<file path="src/rtl/core/lfcp_pkg.sv">
// lfcp_pkg: shared constants, codes and the frame record for the length framed parser
// no dependencies; used by every module of the block by scoped name
package lfcp_pkg;

    // payload bytes held per frame (four of them go out)
    localparam int KEPT_BYTES = 4;
    localparam int KEPT_IDX_W = (KEPT_BYTES > 1) ? $clog2(KEPT_BYTES) : 1;

    // queue between parser and gain stage
    localparam int QUEUE_DEPTH = 2;
    localparam int QPTR_W      = (QUEUE_DEPTH > 1) ? $clog2(QUEUE_DEPTH) : 1;
    localparam int QCNT_W      = $clog2(QUEUE_DEPTH + 1);

    localparam int GAIN_W = 19;

    // framing characters
    localparam logic [7:0] CH_GT   = 8'h3E;
    localparam logic [7:0] CH_STAR = 8'h2A;
    localparam logic [7:0] CH_HASH = 8'h23;
    localparam logic [7:0] CH_LT   = 8'h3C;

    // descriptors with a known gain scale
    localparam logic [7:0] DESC_P  = 8'h50;
    localparam logic [7:0] DESC_LP = 8'h70;
    localparam logic [7:0] DESC_D  = 8'h64;

    typedef logic [1:0] t_gain_kind;
    localparam t_gain_kind KIND_OTHER = 2'd0;
    localparam t_gain_kind KIND_P     = 2'd1;
    localparam t_gain_kind KIND_LP    = 2'd2;
    localparam t_gain_kind KIND_D     = 2'd3;

    typedef struct packed {
        logic [7:0]  descriptor;
        logic [15:0] length;
        logic [7:0]  b0;
        logic [7:0]  b1;
        logic [7:0]  b2;
        logic [7:0]  b3;
        t_gain_kind  kind;
    } t_frame;

endpackage

</file>
<file path="src/rtl/core/lfcp_front.sv">
// lfcp_front: byte parser, header hunt, resync detector and frame capture
// depends on lfcp_pkg; pushes one finished frame record into the queue
module lfcp_front (
    input  logic            i_clk,
    input  logic            i_rst_n,
    input  logic            i_valid,
    output logic            o_ready,
    input  logic [7:0]      i_rx_byte,
    input  logic            i_full,
    output logic            o_push,
    output lfcp_pkg::t_frame o_frame
);

    typedef enum logic [2:0] {
        PH_HUNT    = 3'd0,
        PH_STAR    = 3'd1,
        PH_GT2     = 3'd2,
        PH_LEN_LO  = 3'd3,
        PH_LEN_HI  = 3'd4,
        PH_DESC    = 3'd5,
        PH_PAYLOAD = 3'd6
    } t_phase;

    typedef enum logic [1:0] {
        RS_IDLE = 2'd0,
        RS_LT   = 2'd1,
        RS_HASH = 2'd2
    } t_resync;

    t_phase      r_phase, n_phase;
    t_resync     r_rs, n_rs;
    logic [7:0]  r_len_lo, n_len_lo;
    logic [15:0] r_flen, n_flen;
    logic [7:0]  r_ftype, n_ftype;
    logic [15:0] r_cnt, n_cnt;
    logic [7:0]  r_kept [lfcp_pkg::KEPT_BYTES];
    logic [7:0]  n_kept [lfcp_pkg::KEPT_BYTES];
    logic        acc;
    logic        push;

    assign o_ready = !i_full;
    assign acc     = i_valid && o_ready;

    always_comb begin
        n_phase  = r_phase;
        n_rs     = r_rs;
        n_len_lo = r_len_lo;
        n_flen   = r_flen;
        n_ftype  = r_ftype;
        n_cnt    = r_cnt;
        n_kept   = r_kept;
        push     = 1'b0;
        if (acc) begin
            case (r_rs)
                RS_LT: begin
                    n_rs = (i_rx_byte == lfcp_pkg::CH_HASH) ? RS_HASH : RS_IDLE;
                end
                RS_HASH: begin
                    n_rs = RS_IDLE;
                end
                default: begin
                    n_rs = (i_rx_byte == lfcp_pkg::CH_LT) ? RS_LT : RS_IDLE;
                end
            endcase

            // resync word is '<', so the hunt after the clear stays in hunt
            if ((r_rs == RS_HASH) && (i_rx_byte == lfcp_pkg::CH_LT)) begin
                n_phase  = PH_HUNT;
                n_len_lo = '0;
                n_flen   = '0;
                n_ftype  = '0;
                n_cnt    = '0;
                for (int k = 0; k < lfcp_pkg::KEPT_BYTES; k++) begin
                    n_kept[k] = '0;
                end
            end else begin
                case (r_phase)
                    PH_STAR: begin
                        n_phase = (i_rx_byte == lfcp_pkg::CH_STAR) ? PH_GT2 : PH_HUNT;
                    end
                    PH_GT2: begin
                        n_phase = (i_rx_byte == lfcp_pkg::CH_GT) ? PH_LEN_LO : PH_HUNT;
                    end
                    PH_LEN_LO: begin
                        n_len_lo = i_rx_byte;
                        n_phase  = PH_LEN_HI;
                    end
                    PH_LEN_HI: begin
                        n_flen  = {i_rx_byte, r_len_lo};
                        n_phase = PH_DESC;
                    end
                    PH_DESC: begin
                        n_ftype = i_rx_byte;
                        n_cnt   = '0;
                        n_phase = PH_PAYLOAD;
                    end
                    PH_PAYLOAD: begin
                        if (r_cnt < r_flen) begin
                            if (r_cnt < 16'(lfcp_pkg::KEPT_BYTES)) begin
                                n_kept[r_cnt[lfcp_pkg::KEPT_IDX_W-1:0]] = i_rx_byte;
                            end
                            n_cnt = 16'(r_cnt + 16'd1);
                        end else if (i_rx_byte == lfcp_pkg::CH_HASH) begin
                            push     = 1'b1;
                            n_phase  = PH_HUNT;
                            n_len_lo = '0;
                            n_flen   = '0;
                            n_ftype  = '0;
                            n_cnt    = '0;
                            for (int k = 0; k < lfcp_pkg::KEPT_BYTES; k++) begin
                                n_kept[k] = '0;
                            end
                        end
                    end
                    default: begin
                        n_phase = (i_rx_byte == lfcp_pkg::CH_GT) ? PH_STAR : PH_HUNT;
                    end
                endcase
            end
        end
    end

    always_ff @(posedge i_clk) begin
        if (!i_rst_n) begin
            r_phase  <= PH_HUNT;
            r_rs     <= RS_IDLE;
            r_len_lo <= '0;
            r_flen   <= '0;
            r_ftype  <= '0;
            r_cnt    <= '0;
            for (int k = 0; k < lfcp_pkg::KEPT_BYTES; k++) begin
                r_kept[k] <= '0;
            end
        end else begin
            r_phase  <= n_phase;
            r_rs     <= n_rs;
            r_len_lo <= n_len_lo;
            r_flen   <= n_flen;
            r_ftype  <= n_ftype;
            r_cnt    <= n_cnt;
            r_kept   <= n_kept;
        end
    end

    // classify the descriptor while the frame still sits in the parser
    always_comb begin
        o_frame.descriptor = r_ftype;
        o_frame.length     = r_flen;
        o_frame.b0         = r_kept[0];
        o_frame.b1         = r_kept[1];
        o_frame.b2         = r_kept[2];
        o_frame.b3         = r_kept[3];
        if (r_ftype == lfcp_pkg::DESC_P) begin
            o_frame.kind = lfcp_pkg::KIND_P;
        end else if (r_ftype == lfcp_pkg::DESC_LP) begin
            o_frame.kind = lfcp_pkg::KIND_LP;
        end else if (r_ftype == lfcp_pkg::DESC_D) begin
            o_frame.kind = lfcp_pkg::KIND_D;
        end else begin
            o_frame.kind = lfcp_pkg::KIND_OTHER;
        end
    end

    assign o_push = push;

    a_push_at_frame_end : assert property (@(posedge i_clk) disable iff (!i_rst_n)
        push |-> (r_phase == PH_PAYLOAD) && (r_cnt >= r_flen)
                 && (i_rx_byte == lfcp_pkg::CH_HASH))
        else $error("frame pushed outside the end mark");

    a_count_bounded : assert property (@(posedge i_clk) disable iff (!i_rst_n)
        (r_phase == PH_PAYLOAD) |-> (r_cnt <= r_flen))
        else $error("payload count ran past the declared length");

endmodule

</file>
<file path="src/rtl/core/lfcp_queue.sv">
// lfcp_queue: short frame queue between the parser and the gain stage
// depends on lfcp_pkg for the frame record and the queue depth
module lfcp_queue (
    input  logic             i_clk,
    input  logic             i_rst_n,
    input  logic             i_push,
    input  lfcp_pkg::t_frame i_frame,
    output logic             o_full,
    input  logic             i_pop,
    output logic             o_valid,
    output lfcp_pkg::t_frame o_frame
);

    lfcp_pkg::t_frame                r_mem [lfcp_pkg::QUEUE_DEPTH];
    logic [lfcp_pkg::QPTR_W-1:0]     r_wr, n_wr;
    logic [lfcp_pkg::QPTR_W-1:0]     r_rd, n_rd;
    logic [lfcp_pkg::QCNT_W-1:0]     r_cnt, n_cnt;
    logic                            do_push;
    logic                            do_pop;

    assign o_full  = (r_cnt == lfcp_pkg::QCNT_W'(lfcp_pkg::QUEUE_DEPTH));
    assign o_valid = (r_cnt != '0);
    assign o_frame = r_mem[r_rd];
    assign do_push = i_push && !o_full;
    assign do_pop  = i_pop && o_valid;

    always_comb begin
        n_wr  = r_wr;
        n_rd  = r_rd;
        n_cnt = r_cnt;
        if (do_push) begin
            n_wr = (r_wr == lfcp_pkg::QPTR_W'(lfcp_pkg::QUEUE_DEPTH - 1)) ? '0
                 : lfcp_pkg::QPTR_W'(r_wr + 1'b1);
        end
        if (do_pop) begin
            n_rd = (r_rd == lfcp_pkg::QPTR_W'(lfcp_pkg::QUEUE_DEPTH - 1)) ? '0
                 : lfcp_pkg::QPTR_W'(r_rd + 1'b1);
        end
        if (do_push && !do_pop) begin
            n_cnt = lfcp_pkg::QCNT_W'(r_cnt + 1'b1);
        end else if (do_pop && !do_push) begin
            n_cnt = lfcp_pkg::QCNT_W'(r_cnt - 1'b1);
        end
    end

    always_ff @(posedge i_clk) begin
        if (!i_rst_n) begin
            r_wr  <= '0;
            r_rd  <= '0;
            r_cnt <= '0;
        end else begin
            r_wr  <= n_wr;
            r_rd  <= n_rd;
            r_cnt <= n_cnt;
        end
    end

    always_ff @(posedge i_clk) begin
        if (do_push) begin
            r_mem[r_wr] <= i_frame;
        end
    end

    a_cnt_bounded : assert property (@(posedge i_clk) disable iff (!i_rst_n)
        r_cnt <= lfcp_pkg::QCNT_W'(lfcp_pkg::QUEUE_DEPTH))
        else $error("queue count beyond depth");

    a_no_lost_frame : assert property (@(posedge i_clk) disable iff (!i_rst_n)
        !(i_push && o_full))
        else $error("frame pushed into a full queue");

endmodule

</file>
<file path="src/rtl/core/lfcp_back.sv">
// lfcp_back: gain combination and the output register of the result channel
// depends on lfcp_pkg; pops frame records from lfcp_queue
module lfcp_back (
    input  logic                          i_clk,
    input  logic                          i_rst_n,
    input  logic                          i_q_valid,
    input  lfcp_pkg::t_frame              i_frame,
    output logic                          o_pop,
    output logic                          o_valid,
    input  logic                          i_ready,
    output logic [7:0]                    o_descriptor,
    output logic [15:0]                   o_payload_length,
    output logic [7:0]                    o_payload_b0,
    output logic [7:0]                    o_payload_b1,
    output logic [7:0]                    o_payload_b2,
    output logic [7:0]                    o_payload_b3,
    output logic [lfcp_pkg::GAIN_W-1:0]   o_gain_scaled,
    output logic [1:0]                    o_gain_kind
);

    logic                         r_valid;
    logic [lfcp_pkg::GAIN_W-1:0]  gain;
    logic                         pop;

    // decimal digit weights are constants, so only shifts and adds
    assign gain = lfcp_pkg::GAIN_W'(i_frame.b0) * lfcp_pkg::GAIN_W'(1000)
                + lfcp_pkg::GAIN_W'(i_frame.b1) * lfcp_pkg::GAIN_W'(100)
                + lfcp_pkg::GAIN_W'(i_frame.b2) * lfcp_pkg::GAIN_W'(10)
                + lfcp_pkg::GAIN_W'(i_frame.b3);

    assign pop     = i_q_valid && (!r_valid || i_ready);
    assign o_pop   = pop;
    assign o_valid = r_valid;

    always_ff @(posedge i_clk) begin
        if (!i_rst_n) begin
            r_valid <= 1'b0;
        end else if (pop) begin
            r_valid <= 1'b1;
        end else if (i_ready) begin
            r_valid <= 1'b0;
        end
    end

    always_ff @(posedge i_clk) begin
        if (pop) begin
            o_descriptor     <= i_frame.descriptor;
            o_payload_length <= i_frame.length;
            o_payload_b0     <= i_frame.b0;
            o_payload_b1     <= i_frame.b1;
            o_payload_b2     <= i_frame.b2;
            o_payload_b3     <= i_frame.b3;
            o_gain_scaled    <= gain;
            o_gain_kind      <= i_frame.kind;
        end
    end

    a_pop_fills : assert property (@(posedge i_clk) disable iff (!i_rst_n)
        pop |=> r_valid)
        else $error("popped word did not reach the output register");

    a_no_overwrite : assert property (@(posedge i_clk) disable iff (!i_rst_n)
        (r_valid && !i_ready) |-> !pop)
        else $error("output word overwritten while stalled");

endmodule

</file>
<file path="src/rtl/core/length_framed_command_parser_top.sv">
// length_framed_command_parser_top: parser front, frame queue and gain back end
// depends on lfcp_pkg, lfcp_front, lfcp_queue and lfcp_back
//
//   channel   direction   handshake            payload
//   rx        in          i_valid / o_ready    i_rx_byte
//   frame     out         o_valid / i_ready    o_descriptor .. o_gain_kind
//
// one received word is taken every cycle while the two-entry frame queue has room
// a finished frame reaches o_valid after its end mark through the queue, then the
// output register that also forms the gain
// the gain sum uses constant weights only, one adder tree before the output register
// reset is synchronous, active low, and clears parser, resync detector, output valid and queue
// a stalled output fills the queue; o_ready drops only when the queue is full
module length_framed_command_parser_top (
    input  logic        i_clk,
    input  logic        i_rst_n,
    input  logic        i_valid,
    output logic        o_ready,
    input  logic [7:0]  i_rx_byte,
    output logic        o_valid,
    input  logic        i_ready,
    output logic [7:0]  o_descriptor,
    output logic [15:0] o_payload_length,
    output logic [7:0]  o_payload_b0,
    output logic [7:0]  o_payload_b1,
    output logic [7:0]  o_payload_b2,
    output logic [7:0]  o_payload_b3,
    output logic [18:0] o_gain_scaled,
    output logic [1:0]  o_gain_kind
);

    lfcp_pkg::t_frame push_frame;
    lfcp_pkg::t_frame head_frame;
    logic             push;
    logic             full;
    logic             pop;
    logic             q_valid;

    lfcp_front u_front (
        .i_clk     (i_clk),
        .i_rst_n   (i_rst_n),
        .i_valid   (i_valid),
        .o_ready   (o_ready),
        .i_rx_byte (i_rx_byte),
        .i_full    (full),
        .o_push    (push),
        .o_frame   (push_frame)
    );

    lfcp_queue u_queue (
        .i_clk   (i_clk),
        .i_rst_n (i_rst_n),
        .i_push  (push),
        .i_frame (push_frame),
        .o_full  (full),
        .i_pop   (pop),
        .o_valid (q_valid),
        .o_frame (head_frame)
    );

    lfcp_back u_back (
        .i_clk            (i_clk),
        .i_rst_n          (i_rst_n),
        .i_q_valid        (q_valid),
        .i_frame          (head_frame),
        .o_pop            (pop),
        .o_valid          (o_valid),
        .i_ready          (i_ready),
        .o_descriptor     (o_descriptor),
        .o_payload_length (o_payload_length),
        .o_payload_b0     (o_payload_b0),
        .o_payload_b1     (o_payload_b1),
        .o_payload_b2     (o_payload_b2),
        .o_payload_b3     (o_payload_b3),
        .o_gain_scaled    (o_gain_scaled),
        .o_gain_kind      (o_gain_kind)
    );

endmodule

</file>
<file path="config.mk">
export PLATFORM = sky130hd
export DESIGN_NAME = length_framed_command_parser_top
export DESIGN_NICKNAME = d
export VERILOG_FILES = /design/src/rtl/core/lfcp_pkg.sv /design/src/rtl/core/lfcp_front.sv /design/src/rtl/core/lfcp_queue.sv /design/src/rtl/core/lfcp_back.sv /design/src/rtl/core/length_framed_command_parser_top.sv
export SDC_FILE = /design/constraint.sdc
export NUM_CORES = 1
export LEC_CHECK = 0
export ABC_AREA = 1
export BUFFER_PORTS_ARGS = -buffer_cell sky130_fd_sc_hd__buf_2
export CORE_MARGIN = 2
export CORE_UTILIZATION = 35
export CTS_CLUSTER_DIAMETER = 60
export DETAILED_ROUTE_END_ITERATION = 16
export PLACE_DENSITY = 0.55
export SLEW_MARGIN = 5
export SYNTH_ARGS = -nofsm -noshare
export SYNTH_HDL_FRONTEND = slang
export SYNTH_SLANG_ARGS = --single-unit
</file>
<file path="constraint.sdc">
create_clock -name i_clk -period 6.1 [get_ports i_clk]
set_clock_uncertainty 0.05 [all_clocks]
set_input_delay 0.61 -clock i_clk [delete_from_list [all_inputs] [get_ports i_clk]]
set_output_delay 0.61 -clock i_clk [all_outputs]
set_load 0.02 [all_outputs]
</file>
==> impl_metrics.toml <==
[yosys]
syn-cell-area_um2 = 14600
synthMuxAreaShare_pct = 3.24
ys_ff_latch = 283
synthSimpleGateAreaFrac_pct = 11.7
avgSynthCellArea_um2 = 10.8
synth_xor_area_share_pct = 2.82
async_flop_share_pct = 0
synth_compound_area_share_pct = 7.10
ys_types = 44
syn-num-nets = 1529
synthAdderAreaFrac_pct = 16.6
synth_edf_count = 192
syn_inst = 1348
ys_seq_area_share_pct = 52.0
synth_top_family_by_area = "adder cells"
synth_flop_cell = "edfxtp_1"
synth_warnings = 0

[clock_network]
cts_buffers = 35
clock_latency_ns = 0.55
clk_path_buf_depth = 3
root_buffer = "clkbuf_16"
cts_tree = "yes"
clk_pin_slew_ns = 0.06
h-tree-depth = 2
cts_hold_buf = 0
clock_sinks = 283

[place]
gp_congestion = 0.876
post_dp_cell_area_um2 = 15800
place_hpwl_mm = 23.0
portBuffers = 90

[timing]
slew_headroom_pct = 28.3
fin_crit_sh_pct = 95.8
setup_viol = 0
hold_violations = 0
worst_pin_slew_ns = 1.08
slew_viol_final = 0
period_needed_ns = 5.84
fmax_mhz = 171

[status]
status = "complete, no violations"

[routing]
wirelength_mm = 32.3
dr.pass1.iters = 7
viasPerCell = 4.81
antenna_left = 0
drc = 0
num_vias = 9769
first_iter_violations = 659
wl_per_cell_um = 15.9

[worst_setup_path]
rrSetupSlack_ns = 0.26
cp_max_fo = 8
crit_required_ns = 6.35
endpoint = "u_back.o_gain_scaled[18]"
r2r_end = "u_back.o_gain_scaled[18]"
endpoint_kind = "register"
cp.arrival_ns = 6.09
critical_path.startpoint_type = "register"
worstRegToRegCells = 24
path_class = "register to register"

[die]
start_util_pct = 35.6
fp-row-count = 74
io_pins = 91
fp.dieH_um = 208
coreArea_um2 = 41000
dieArea_um2 = 43400
die_x_um = 208

[finish]
drive_above_1_share_pct = 18.1
fill_cells = 3890
layout.nets = 1654
antenna_cells = 0
multi_input_area_um2 = 6230
final_area_um2 = 17200
syn_to_final_growth_pct = 17.5
seq_area_um2 = 7590

[grt]
grt-ovfl-total = 0
globalRouteTotalUtil_pct = 15.2
grt_pass1_wl_mm = 52.3
first_global_vias = 9583
grt_max_degree = 60
antenna_found_initial = 0

[hold_path]
min_from = "i_ready"
min_path_type = "input port to register"

[job]
maxCapViolCount = 0
-- area by class of cell --
| class | instances | area share [%] |
|---|---|---|
| Multi-Input combinational cell | 829 | 36.3 |
| Sequential cell | 283 | 44.3 |
| Timing Repair Buffer | 124 | 4.19 |
| Inverter | 200 | 4.39 |
| Clock buffer | 46 | 5.70 |
| Clock inverter | 18 | 1.26 |
| Tap cell | 532 | 3.88 |
-- worst min-delay path by stage --
stage | end | slack (ns) | depth (start not counted)
after floorplan | register | 0.38 | 1
after CTS | u_back.o_valid | 0.36 | 4
after global routing | u_back.o_valid | 0.38 | 4
after global placement | u_queue.r_mem[0][18] | 0.38 | 0
final | u_back.o_valid | 0.37 | 4
after detailed placement | u_queue.r_mem[1][28] | 0.39 | 0
-- cell usage in the layout (no fill, tap or decap), drive strengths merged, types with 32 or more instances in the layout --
master  count
clkbuf     46
dfxtp      91
nand4      55
edfxtp    192
ha        128
buf       124
fa         41
a21oi     116
inv       202
xor2       32
nor2       67
mux2       42
nand3      43
o21ai      58
nand2     192
-- per-layer routing --
metal  track usage, %  wire length (µm)  vias up
met3             2.69              1500       52
met2             25.2             15300      203
met5                0                 0        -
met1             20.1             14700     4654
li1                 -                 -     4860
met4             5.01               757        0
-- synth_stat cells, drive strengths merged (4+ instances only) --
library cell,count,area share [%]
xor2,32,1.9
nand2,192,5.1
nand4,55,2.5
inv,200,5.2
ha,128,11
dfxtp,91,12
xnor2,15,0.90
nor4,4,0.21
buf,20,0.98
fa,41,5.6
clkbuf,16,0.42
a21oi,116,4.1
nor3,15,0.51
mux2,42,3.2
o21ai,58,2.0
edfxtp,192,39
nor2,67,1.8
a21o,5,0.26
nand3,43,1.5
-- what timing repair did --
action,in CTS,in global routing
gates resized for setup,1,37
setup endpoints to repair,3,7
endpoints found under the hold margin,0,0
cloned,0,0
pin swaps,0,4
buffers inserted,0,2
-- per-stage QoR --
stage	instances	setup slack (ns)	setup TNS (ns)	utilization, %	hold WS, ns
finish	2032	0.255	0	41.8	0.365
global route	2032	-0.0217	-0.0302	41.8	0.377
CTS	2030	0.00744	0	41.4	0.357
detailed placement	1966	-0.0249	-0.0249	38.5	0.388
global placement	1966	0.0583	0	38.5	0.385
floorplan	1348	-0.0564	-0.0564	-	0.375
-- kinds of logic (layout without fill, tap and decap cells) --
| family | count (synthesis) | count (layout) |
|---|---|---|
| muxes | 42 | 42 |
| DFF | 283 | 283 |
| xor gates and xnor gates | 47 | 47 |
| and+or+nand+nor | 378 | 378 |
| adders and majority gates | 169 | 169 |
| AOI/OAI and AO/OA | 193 | 193 |
| buffers and inverters | 236 | 388 |
-- registers in the layout (all words and copies together) (netlist names), 7 cells and up, named ones only --
signal                   count
u_front.r_ftype              8
u_back.o_payload_b2          8
u_back.o_payload_b0          8
u_back.o_payload_length     16
u_front.o_frame             32
u_queue.r_mem              116
u_front.r_cnt               16
u_back.o_gain_scaled        19
u_front.r_flen              16
u_back.o_payload_b1          8
u_back.o_descriptor          8
u_back.o_payload_b3          7
u_front.r_len_lo             8
-- worst max-delay path, stage by stage, from the launching register on --
cell and delay (ns):
dfxtp_4 0.37, buf_4 0.18, o21ai_4 0.16, inv_2 0.06, fa_1 0.55, xor2_1 0.16
ha_1 0.26, fa_1 0.54, inv_1 0.05, fa_1 0.49, inv_1 0.04, ha_1 0.30
a21o_1 0.23, a31oi_4 0.18, xnor2_2 0.14, fa_1 0.44, ha_1 0.31, ha_1 0.36
nand2_1 0.13, o21ai_1 0.10, a21oi_1 0.14, o21ai_1 0.11, a21o_1 0.17, nand2_1 0.06
inv_1 0.03
Power is left out: the tool's default activity adds up to more than one toggle a clock period on the data nets, which glitch-free logic cannot reach.
